--- src/rtl/sed_pkg.sv ---
// ----------------------------------------------------------------------------
// sed_pkg
// Shared types and constants for the string escape decoder.
// ----------------------------------------------------------------------------
package sed_pkg;

  localparam int CHAR_W      = 8;
  localparam int MODE_W      = 3;
  localparam int QUEUE_DEPTH = 4;

  localparam logic [MODE_W-1:0] MODE_NORMAL = 3'd0;
  localparam logic [MODE_W-1:0] MODE_ESCAPE = 3'd1;
  localparam logic [MODE_W-1:0] MODE_HEX    = 3'd2;
  localparam logic [MODE_W-1:0] MODE_OCTAL  = 3'd3;
  localparam logic [MODE_W-1:0] MODE_DONE   = 3'd4;

  localparam logic [CHAR_W-1:0] CH_QUOTE = 8'h22;
  localparam logic [CHAR_W-1:0] CH_BSL   = 8'h5c;
  localparam logic [CHAR_W-1:0] CH_X     = 8'h78;
  localparam logic [CHAR_W-1:0] CH_NUL   = 8'h00;

  typedef struct packed {
    logic [CHAR_W-1:0] ch;
    logic              last;
  } res_t;

  typedef struct packed {
    logic [1:0] n;
    res_t       r0;
    res_t       r1;
  } dec_t;

endpackage

--- src/rtl/sed_decode.sv ---
// ----------------------------------------------------------------------------
// sed_decode
// Escape decoding step: mode and run value registers plus the next-state
// logic, giving up to two result beats for the current input beat.
// ----------------------------------------------------------------------------
module sed_decode (
  input  logic                       clk,
  input  logic                       rst_n,
  input  logic                       accept,
  input  logic [sed_pkg::CHAR_W-1:0] char_code,
  input  logic                       first,
  output sed_pkg::dec_t              dec
);

  logic [sed_pkg::MODE_W-1:0] mode_r, mode_nxt;
  logic [sed_pkg::CHAR_W-1:0] val_r, val_nxt;
  logic [sed_pkg::MODE_W-1:0] mode_eff;
  logic [sed_pkg::CHAR_W-1:0] val_eff;

  logic                       p_emit;
  sed_pkg::res_t              p_res;
  logic [sed_pkg::MODE_W-1:0] p_mode;

  logic                       is_oct;
  logic                       is_hex;
  logic [3:0]                 hex_d;
  logic [sed_pkg::CHAR_W-1:0] esc_ch;

  assign mode_eff = first ? sed_pkg::MODE_NORMAL : mode_r;
  assign val_eff  = first ? '0 : val_r;

  assign is_oct = (char_code >= 8'h30) && (char_code <= 8'h37);

  always_comb begin
    is_hex = 1'b1;
    hex_d  = char_code[3:0];
    if ((char_code >= 8'h30) && (char_code <= 8'h39)) begin
      hex_d = char_code[3:0];
    end else if (((char_code >= 8'h61) && (char_code <= 8'h66)) ||
                 ((char_code >= 8'h41) && (char_code <= 8'h46))) begin
      hex_d = char_code[3:0] + 4'd9;
    end else begin
      is_hex = 1'b0;
    end
  end

  always_comb begin
    case (char_code)
      8'h74:   esc_ch = 8'h09;
      8'h76:   esc_ch = 8'h0b;
      8'h6e:   esc_ch = 8'h0a;
      8'h72:   esc_ch = 8'h0d;
      8'h66:   esc_ch = 8'h0c;
      8'h61:   esc_ch = 8'h07;
      8'h62:   esc_ch = 8'h08;
      default: esc_ch = char_code;
    endcase
  end

  // plain byte handling, shared by normal mode and the end of a run
  always_comb begin
    p_emit      = 1'b1;
    p_res.ch    = char_code;
    p_res.last  = 1'b0;
    p_mode      = sed_pkg::MODE_NORMAL;
    if (char_code == sed_pkg::CH_QUOTE) begin
      p_res.ch   = sed_pkg::CH_NUL;
      p_res.last = 1'b1;
      p_mode     = sed_pkg::MODE_DONE;
    end else if (char_code == sed_pkg::CH_BSL) begin
      p_emit = 1'b0;
      p_mode = sed_pkg::MODE_ESCAPE;
    end
  end

  always_comb begin
    dec.n   = 2'd0;
    dec.r0  = p_res;
    dec.r1  = p_res;
    mode_nxt = mode_eff;
    val_nxt  = val_eff;
    case (mode_eff)
      sed_pkg::MODE_NORMAL: begin
        dec.n    = {1'b0, p_emit};
        mode_nxt = p_mode;
      end
      sed_pkg::MODE_ESCAPE: begin
        if (char_code == sed_pkg::CH_X) begin
          val_nxt  = '0;
          mode_nxt = sed_pkg::MODE_HEX;
        end else if (is_oct) begin
          val_nxt  = {5'd0, char_code[2:0]};
          mode_nxt = sed_pkg::MODE_OCTAL;
        end else begin
          dec.n       = 2'd1;
          dec.r0.ch   = esc_ch;
          dec.r0.last = 1'b0;
          mode_nxt    = sed_pkg::MODE_NORMAL;
        end
      end
      sed_pkg::MODE_HEX, sed_pkg::MODE_OCTAL: begin
        if ((mode_eff == sed_pkg::MODE_HEX) && is_hex) begin
          val_nxt = {val_eff[3:0], hex_d};
        end else if ((mode_eff == sed_pkg::MODE_OCTAL) && is_oct) begin
          val_nxt = {val_eff[4:0], char_code[2:0]};
        end else begin
          dec.n       = p_emit ? 2'd2 : 2'd1;
          dec.r0.ch   = val_eff;
          dec.r0.last = 1'b0;
          mode_nxt    = p_mode;
        end
      end
      default: begin
        dec.n = 2'd0;
      end
    endcase
  end

  always_ff @(posedge clk) begin
    if (!rst_n) begin
      mode_r <= sed_pkg::MODE_NORMAL;
      val_r  <= '0;
    end else if (accept) begin
      mode_r <= mode_nxt;
      val_r  <= val_nxt;
    end
  end

endmodule

--- src/rtl/sed_outq.sv ---
// ----------------------------------------------------------------------------
// sed_outq
// Result queue: takes up to two result beats per cycle, hands out one unless stalled.
// ----------------------------------------------------------------------------
module sed_outq #(
  parameter int DEPTH = sed_pkg::QUEUE_DEPTH
) (
  input  logic                       clk,
  input  logic                       rst_n,
  input  logic                       push,
  input  sed_pkg::dec_t              dec,
  output logic                       room,
  output logic                       out_valid,
  input  logic                       out_stall,
  output logic [sed_pkg::CHAR_W-1:0] out_char,
  output logic                       out_last
);

  localparam int PTR_W = (DEPTH > 1) ? $clog2(DEPTH) : 1;
  localparam int CNT_W = $clog2(DEPTH + 1);
  localparam logic [PTR_W-1:0] PTR_MAX = PTR_W'(DEPTH - 1);

  sed_pkg::res_t q_r [DEPTH];
  logic [PTR_W-1:0] head_r, head_nxt;
  logic [PTR_W-1:0] tail_r, tail_nxt;
  logic [PTR_W-1:0] tail_p1;
  logic [CNT_W-1:0] cnt_r, cnt_nxt;
  logic [1:0]       n_in;
  logic             pop;

  function automatic logic [PTR_W-1:0] ptr_inc(input logic [PTR_W-1:0] p);
    return (p == PTR_MAX) ? '0 : p + 1'b1;
  endfunction

  assign room      = cnt_r <= CNT_W'(DEPTH - 2);
  assign out_valid = cnt_r != '0;
  assign out_char  = q_r[head_r].ch;
  assign out_last  = q_r[head_r].last;
  assign pop       = out_valid && !out_stall;
  assign n_in      = push ? dec.n : 2'd0;
  assign tail_p1   = ptr_inc(tail_r);

  always_comb begin
    head_nxt = pop ? ptr_inc(head_r) : head_r;
    case (n_in)
      2'd1:    tail_nxt = tail_p1;
      2'd2:    tail_nxt = ptr_inc(tail_p1);
      default: tail_nxt = tail_r;
    endcase
    cnt_nxt = cnt_r + CNT_W'(n_in) - CNT_W'(pop);
  end

  always_ff @(posedge clk) begin
    if (!rst_n) begin
      head_r <= '0;
      tail_r <= '0;
      cnt_r  <= '0;
    end else begin
      head_r <= head_nxt;
      tail_r <= tail_nxt;
      cnt_r  <= cnt_nxt;
    end
  end

  always_ff @(posedge clk) begin
    if (n_in != 2'd0) begin
      q_r[tail_r] <= dec.r0;
    end
    if (n_in == 2'd2) begin
      q_r[tail_p1] <= dec.r1;
    end
  end

endmodule

--- src/rtl/string_escape_decoder.sv ---
// ----------------------------------------------------------------------------
// string_escape_decoder
// Decodes the body of a quoted string literal, one raw byte per beat.
//
//   channel | ports                          | beat
//   in      | in_char_code, in_first         | one raw byte
//   out     | out_char, out_last             | one decoded byte
//
// One input beat per cycle unless stalled; mode and results are registered.
// A byte ending a hex or octal run can give two result beats; the output
// drains one per cycle unless stalled, so input stalls while the result queue
// lacks room for two. Synchronous active-low reset empties the queue, mode to normal.
// ----------------------------------------------------------------------------
module string_escape_decoder #(
  parameter int QDEPTH = sed_pkg::QUEUE_DEPTH
) (
  input  logic                       clk,
  input  logic                       rst_n,
  input  logic                       in_valid,
  output logic                       in_stall,
  input  logic [sed_pkg::CHAR_W-1:0] in_char_code,
  input  logic                       in_first,
  output logic                       out_valid,
  input  logic                       out_stall,
  output logic [sed_pkg::CHAR_W-1:0] out_char,
  output logic                       out_last
);

  logic          room;
  logic          accept;
  sed_pkg::dec_t dec;

  assign in_stall = !room;
  assign accept   = in_valid && room;

  sed_decode u_decode (
    .clk       (clk),
    .rst_n     (rst_n),
    .accept    (accept),
    .char_code (in_char_code),
    .first     (in_first),
    .dec       (dec)
  );

  sed_outq #(
    .DEPTH (QDEPTH)
  ) u_outq (
    .clk       (clk),
    .rst_n     (rst_n),
    .push      (accept),
    .dec       (dec),
    .room      (room),
    .out_valid (out_valid),
    .out_stall (out_stall),
    .out_char  (out_char),
    .out_last  (out_last)
  );

endmodule

--- config.mk ---
export PLATFORM = sky130hd
export DESIGN_NAME = string_escape_decoder
export DESIGN_NICKNAME = d
export VERILOG_FILES = /design/src/rtl/sed_pkg.sv /design/src/rtl/sed_decode.sv /design/src/rtl/sed_outq.sv /design/src/rtl/string_escape_decoder.sv
export SDC_FILE = /design/constraint.sdc
export NUM_CORES = 1
export LEC_CHECK = 0
export ABC_AREA = 1
export BUFFER_PORTS_ARGS = -buffer_cell sky130_fd_sc_hd__buf_2
export CORE_AREA = 2 2 92 103
export DETAILED_ROUTE_END_ITERATION = 10
export DIE_AREA = 0 0 94 105
export GPL_ROUTABILITY_DRIVEN = 0
export RECOVER_POWER = 25
export SLEW_MARGIN = 20
export SYNTH_ARGS = -nofsm -noshare
export SYNTH_HDL_FRONTEND = slang
export SYNTH_SLANG_ARGS = --single-unit
--- constraint.sdc ---
create_clock -name clk -period 2.5 [get_ports clk]
set_input_delay 0.375 -clock clk [delete_from_list [all_inputs] [get_ports clk]]
set_output_delay 0.375 -clock clk [all_outputs]
set_load 0.01 [all_outputs]
==> impl_metrics.tcl, run 1 <==
set metrics [dict create \
    status "finished, final reports clean" \
    cts_tree "yes" \
    synth_top_cells_by_area "edfxtp_1 28%, nand2_1 19%, dfxtp_1 10%" \
    synthDistinctLibCells 39 \
    grt_pass1_vias 3648 \
    rr_startpoint "u_decode.mode_r[2]" \
    antenna_cells 0 \
    dieHeight_um 105 \
    clock_sinks 56 \
    wl_per_cell_um 13.9 \
    initial_core_util_pct 44.1 \
    tightest_slew_ns 0.504 \
    portBuffers 23 \
    drc 0 \
    worstPathMaxFanout 13 \
    hold_viol 0 \
    synth_most_common_cell "nand2_1" \
    power.density_nw_per_um2 692 \
    arrival_ns 2.31 \
    synth-edff-count 36 \
    ir_worst_vdd_uv 296 \
    drtPass1Iterations 4 \
    holdPathStages 3 \
    rr_worst_depth 12 \
    yosysWarnings 0 \
    h-tree-depth 2 \
    synth-seq-cells 56 \
    r2r-end "u_outq.q_r[2][3]" \
    cts_buffers 5 \
    synth_top_cell_area_share_pct 27.9 \
    synth_mux_area_share_pct 0 \
    postCtsHoldBufs 0 \
    max-clock-path-buffers 2 \
    io_pins 24 \
    grt_usage_pct 21.2 \
    path_clk_slew_ns 0.11 \
    grt_max_degree 20 \
    power.total_w 0.00307 \
    start_kind "input pin" \
    syn-cell-area_um2 3870 \
    place_area_um2 4360 \
    hpwl_um 7870 \
    stdcell_area_um2 4430 \
    grt_first_pass_wirelength_um 17000 \
    synth_area_leader_cell "edfxtp_1" \
    rows 36 \
    path_class "input pin to flip-flop" \
    grt_overflow 0 \
    hold_class "input pin to flip-flop" \
    syn_nets 576 \
    max_cap_violations 0 \
    ys.flop_type "edfxtp_1" \
    cpMaxStageDelayCell "nand2_1" \
    final.period_utilization_pct 89.7 \
    synth_simple_gate_area_share_pct 34.6 \
    r2r_setup_slack_ns 0.28 \
    max_freq_ghz 0.446 \
    hp-start "rst_n" \
    whs_endpoint "u_outq.cnt_r[0]" \
    synthXorXnorAreaFrac_pct 0.904 \
    num_vias 3716 \
    dieArea_um2 9870 \
    synthCells 548 \
    skew_ns 0.0123 \
    synthAdderAreaFrac_pct 5.04 \
    slew_headroom_pct 66.4 \
    dr.first_iter.drc_count 156 \
    p_leak_nw 2.15 \
    critical_path.cell_chain "buf_2, inv_1, ha_1, inv_1, nor3_1, nand3_1, nand2_2, nor3_4, nand2_4, buf_4, inv_2, nand2_1, inv_1, nand2_1, nand2_1" \
    postCtsSetupRepairBufs 0 \
    cts_resized 0 \
    critPathMaxStageDelay_ns 0.35 \
    drive_gt1_share_pct 15.7 \
    fin_nets 631 \
    synthToLayoutAreaGrowth_pct 14.5 \
    synth_top_family_by_area "simple AND/OR/NAND/NOR gates" \
    setup_viol 0 \
    crit_path_end_kind "flip-flop" \
    coreArea_um2 8780 \
    insertion_delay_ns 0.32 \
    fin_util_pct 50.5 \
    fin_hold_ws_ns 0.408 \
    avgSynthCellArea_um2 7.07 \
    synthArstFlopShare_pct 0 \
    die_width_um 94 \
    wirelength_um 9970 \
    grt_antenna_before_repair 0 \
    synthTopCellsByCount "191 x nand2_1, 53 x nor2_1, 47 x o21ai_0" \
    synth-compound-area-share_pct 13.9 \
    synth.yosys.seq_area_share_pct 38.2 \
    vias_per_cell 5.18 \
    timing.final.crit_period_ns 2.24 \
    worstPathRequired_ns 2.57 \
    antenna_left 0 \
    rsz0062_at_grt "no" \
    root_buffer "clkbuf_8" \
    drv_slew 0 \
]
## stage by stage
step	setup TNS [ns]	std cells	worst slack, ns
floorplan	0	548	0.0588
global placement	-0.0131	710	-0.0131
detailed placement	-0.131	710	-0.0554
CTS	0	718	0.282
global route	0	718	0.0783
finish	0	718	0.258
## layout by cell type (no fill, tap or decap), types with 4 or more instances in the layout
cell type,count
clkbuf_1,7
ha_1,14
dfxtp_1,20
nor2_1,53
o22ai_1,9
inv_2,7
nand4_1,5
nand2_1,192
nand3_1,37
buf_2,20
nand2_4,4
inv_1,45
clkbuf_8,5
nand2_2,4
buf_4,35
edfxtp_1,36
o21ai_0,47
a21oi_1,24
## worst max-delay path, delay by kind of cell
| family | cells | cell delay (ns) |
|---|---|---|
| AND/OR/NAND/NOR | 8 | 1.15 |
| buffers and inverters | 6 | 0.59 |
| adder cells (fa/ha/maj) | 1 | 0.18 |
## state kept, by name (all words and copies together) (netlist names), named ones only
signal and count:
u_outq.cnt_r 3, u_outq.q_r 36, u_outq.head_r 2, u_decode.mode_r 3, u_decode.val_r 8, u_outq.tail_r 2
## worst max-delay path by stage
stage,start,end,slack (ns),depth (start not counted)
floorplan,in_char_code[0],u_outq.q_r[0][0],0.06,11
global placement,in_char_code[0],u_outq.cnt_r[2],-0.01,14
detailed placement,in_char_code[0],u_outq.cnt_r[2],-0.06,14
CTS,u_decode.mode_r[2],u_outq.cnt_r[2],0.28,12
global route,u_decode.mode_r[2],u_outq.cnt_r[2],0.08,12
finish,in_char_code[0],u_outq.q_r[2][5],0.26,15
## routing by layer
| metal | part of all wire [%] | vias up | global-route usage [%] |
|---|---|---|---|
| li1 | - | 1910 | - |
| met1 | 44 | 1706 | 27.0 |
| met2 | 51 | 81 | 37.2 |
| met3 | 3.5 | 19 | 2.60 |
| met4 | 1.7 | 0 | 6.31 |
| met5 | 0 | - | 0 |
## layout make-up
cell class / count / area [um2]
Sequential cell: 56 / 1480
Timing Repair Buffer: 64 / 414
Tap cell: 114 / 143
Multi-Input combinational cell: 424 / 2100
Fill cell: 906 / 4350
Clock inverter: 3 / 27.5
Clock buffer: 5 / 68.8
Inverter: 52 / 195
## power breakdown
group | leakage [nW] | switching (W) | internal [W] | total (W)
registers | 0.499 | 0.0000984 | 0.00119 | 0.00129
clock network | 0.0463 | 0.000326 | 0.000207 | 0.000532
logic | 1.60 | 0.000792 | 0.000454 | 0.00125
total | 2.15 | 0.00122 | 0.00185 | 0.00307
## cell families (layout without fill, tap and decap cells)
group,Yosys count,in the layout
flip-flops,56,56
XOR/XNOR,4,4
AND/OR/NAND/NOR,309,309
AO/OA/AOI/OAI,96,96
buffers and inverters,68,124
adder cells (fa/ha/maj),15,15
No activity file was read; power rests on OpenSTA's default activity.
==> run 2: changes to the inputs <==
- clock period: 2.5 -> 1.8 ns (I/O delays scaled with it)
==> run 2 against run 1 <==
  * The flow now finishes with violations (setup timing)
  * Sequential power grew 39%
  * Clock power up 42%
  * Clock skew down 0.0032 ns
  * Flip-flop and latch count is the same
  * Setup slack worse by 0.39 ns
  * First-iteration DRC count up 13%
  * Combinational power is 90% higher
  * Worst hold slack worse by 0.096 ns
  * Die area unchanged
  * Sequential share of layout area fell by 6.3 points
==> impl_metrics.tcl, run 2 (same netlist as run 1, synthesis figures left out) <==
set metrics [dict create \
    status "finished, violations left" \
    violations "setup timing" \
    path_class "flip-flop to flip-flop" \
    worstPathMaxFanout 8 \
    cp.depth 12 \
    final_common_cell "nand2_1" \
    final_cell_mix "166 x nand2_1, 100 x buf_4, 49 x nor2_1" \
    root_buffer "clkbuf_8" \
    grt_usage_pct 22.9 \
    drive_gt1_share_pct 36.2 \
    worst_path_most_repeated_cell "nand2_4" \
    final.period_utilization_pct 107 \
    clock_sinks 56 \
    critPathMaxStageDelay_ns 0.37 \
    wirelength_um 11600 \
    power.density_nw_per_um2 896 \
    antenna_left 0 \
    skew_ns 0.00907 \
    slew_headroom_pct 80.1 \
    seq_power_share_pct 36.4 \
    worstPathRequired_ns 1.88 \
    initial_core_util_pct 44.1 \
    p_leak_nw 2.64 \
    dieArea_um2 9870 \
    die_width_um 94 \
    fin_cells 788 \
    rows 36 \
    wl_per_cell_um 14.7 \
    portBuffers 23 \
    h-tree-depth 2 \
    drv_slew 0 \
    insertion_delay_ns 0.32 \
    rsz0062_at_grt "yes" \
    vias_per_cell 5.20 \
    ir_worst_vdd_uv 467 \
    p_comb_share_pct 48.2 \
    fin_hold_ws_ns 0.312 \
    grt_overflow 0 \
    fin_util_pct 62.6 \
    dieHeight_um 105 \
    r2r-end "u_outq.q_r[1][8]" \
    hold_class "input pin to flip-flop" \
    num-fill-cells 769 \
    tightest_slew_ns 0.297 \
    cts_buffers 5 \
    setup_viol 67 \
    switching_power_w 0.00202 \
    arrival_ns 2.01 \
    drtPass1Iterations 5 \
    setup_ws_ns -0.130 \
    grt_antenna_before_repair 0 \
    cpMaxStageDelayCell "dfxtp_4" \
    stdcell_area_um2 5500 \
    holdPathStages 3 \
    grt_pass1_vias 3859 \
    fin_nets 701 \
    crit_path_end_kind "flip-flop" \
    hp-start "rst_n" \
    synthToLayoutAreaGrowth_pct 41.9 \
    internal-power_w 0.00290 \
    dr.first_iter.drc_count 176 \
    num_vias 4097 \
    reg_top3 "u_outq.q_r (36), u_decode.val_r (8)" \
    hpwl_um 8320 \
    place_area_um2 4830 \
    coreArea_um2 8780 \
    postCtsHoldBufs 0 \
    pre_cts_slack_ns -0.475 \
    cp_top_family "simple AND/OR/NAND/NOR gates" \
    grt_max_degree 20 \
    critical_path.cell_chain "nand3_4, nor2_4, nand2_4, nand2_4, nor3_4, nand2_4, inv_2, ha_4, nand2_4, buf_4, nand2_1, o21ai_0" \
    rr_startpoint "u_decode.mode_r[1]" \
    largest_reg_flops 36 \
    rr_worst_depth 12 \
    top_register "u_outq.q_r" \
    antenna_cells 0 \
    p_sw_share_pct 41.0 \
    timing.final.crit_period_ns 1.93 \
    drc 0 \
    whs_endpoint "u_outq.tail_r[0]" \
    max-clock-path-buffers 2 \
    grt_first_pass_wirelength_um 18200 \
    max_freq_ghz 0.518 \
    start_kind "flip-flop" \
    cts_tree "yes" \
    path_buf_inv 2 \
    io_pins 24 \
    r2r_setup_slack_ns -0.13 \
    hold_viol 0 \
    clockPowerShare_pct 15.4 \
    path_clk_slew_ns 0.11 \
    max_cap_violations 0 \
    dp.cells 754 \
]
[run 2: power by group through the flow]
| stage | combinational, W | sequential (W) | clock (W) |
|---|---|---|---|
| 6_report | 0.00237 | 0.00179 | 0.000757 |
| 4_1_cts | 0.00211 | 0.00178 | 0.000768 |
| 2_1_floorplan | 0.00128 | 0.00178 | 0 |
| 3_5_place_dp | 0.00196 | 0.00180 | 0 |
| 5_1_grt | 0.00262 | 0.00182 | 0.000805 |
| 3_3_place_gp | 0.00191 | 0.00180 | 0 |
[run 2: metrics by stage]
stage / total power (W) / setup TNS [ns]
6_report: 0.00492 / -5.93
5_1_grt: 0.00524 / -12.99
4_1_cts: 0.00466 / -1.18
3_5_place_dp: 0.00377 / -30.34
3_3_place_gp: 0.00371 / -26.68
2_1_floorplan: 0.00306 / -7.61
[run 2: how the worst max path moves through the flow]
stage                             from  slack, ns          endpoint
detailed placement     in_char_code[0]      -0.48  u_outq.q_r[0][4]
CTS                 u_decode.mode_r[2]      -0.09   u_outq.cnt_r[2]
global route        u_decode.mode_r[0]      -0.26   u_outq.cnt_r[2]
floorplan              in_char_code[4]      -0.15  u_outq.q_r[0][0]
finish              u_decode.mode_r[1]      -0.13  u_outq.q_r[1][8]
global placement       in_char_code[1]      -0.41   u_outq.cnt_r[2]
[run 2: worst reg2reg max path, cell delays in order (launching register included)]
cell,delay [ns]
dfxtp_4,0.37
nand3_4,0.11
nor2_4,0.05
nand2_4,0.07
nand2_4,0.05
nor3_4,0.25
nand2_4,0.10
inv_2,0.10
ha_4,0.19
nand2_4,0.08
buf_4,0.17
nand2_1,0.07
o21ai_0,0.07
[run 2: timing repair]
action | 4_1_cts | 5_1_grt
pin swaps | 12 | 16
cloned | 2 | 4
gates resized for setup | 41 | 59
buffers inserted | 9 | 11
setup endpoints to repair | 63 | 84
[run 2: layer usage]
| layer | GRT usage (%) | vias to the layer above | share of wire, % |
|---|---|---|---|
| met3 | 2.31 | 22 | 3.2 |
| li1 | - | 2062 | - |
| met2 | 42.4 | 94 | 54 |
| met4 | 6.63 | 0 | 2.2 |
| met1 | 27.6 | 1919 | 41 |
| met5 | 0 | - | 0 |
[run 2: area by class of cell]
| class | instances | area (um2) | area share (%) |
|---|---|---|---|
| repair buffers | 129 | 973 | 17.7 |
| repair inverters | 1 | 7.51 | 0.137 |
| flip-flops and latches | 56 | 1490 | 27.1 |
| clock buffers | 5 | 68.8 | 1.25 |
| well taps | 114 | 143 | 2.60 |
| clock inverters | 3 | 27.5 | 0.501 |
| multi-input cells | 428 | 2560 | 46.5 |
| inverters | 52 | 229 | 4.17 |
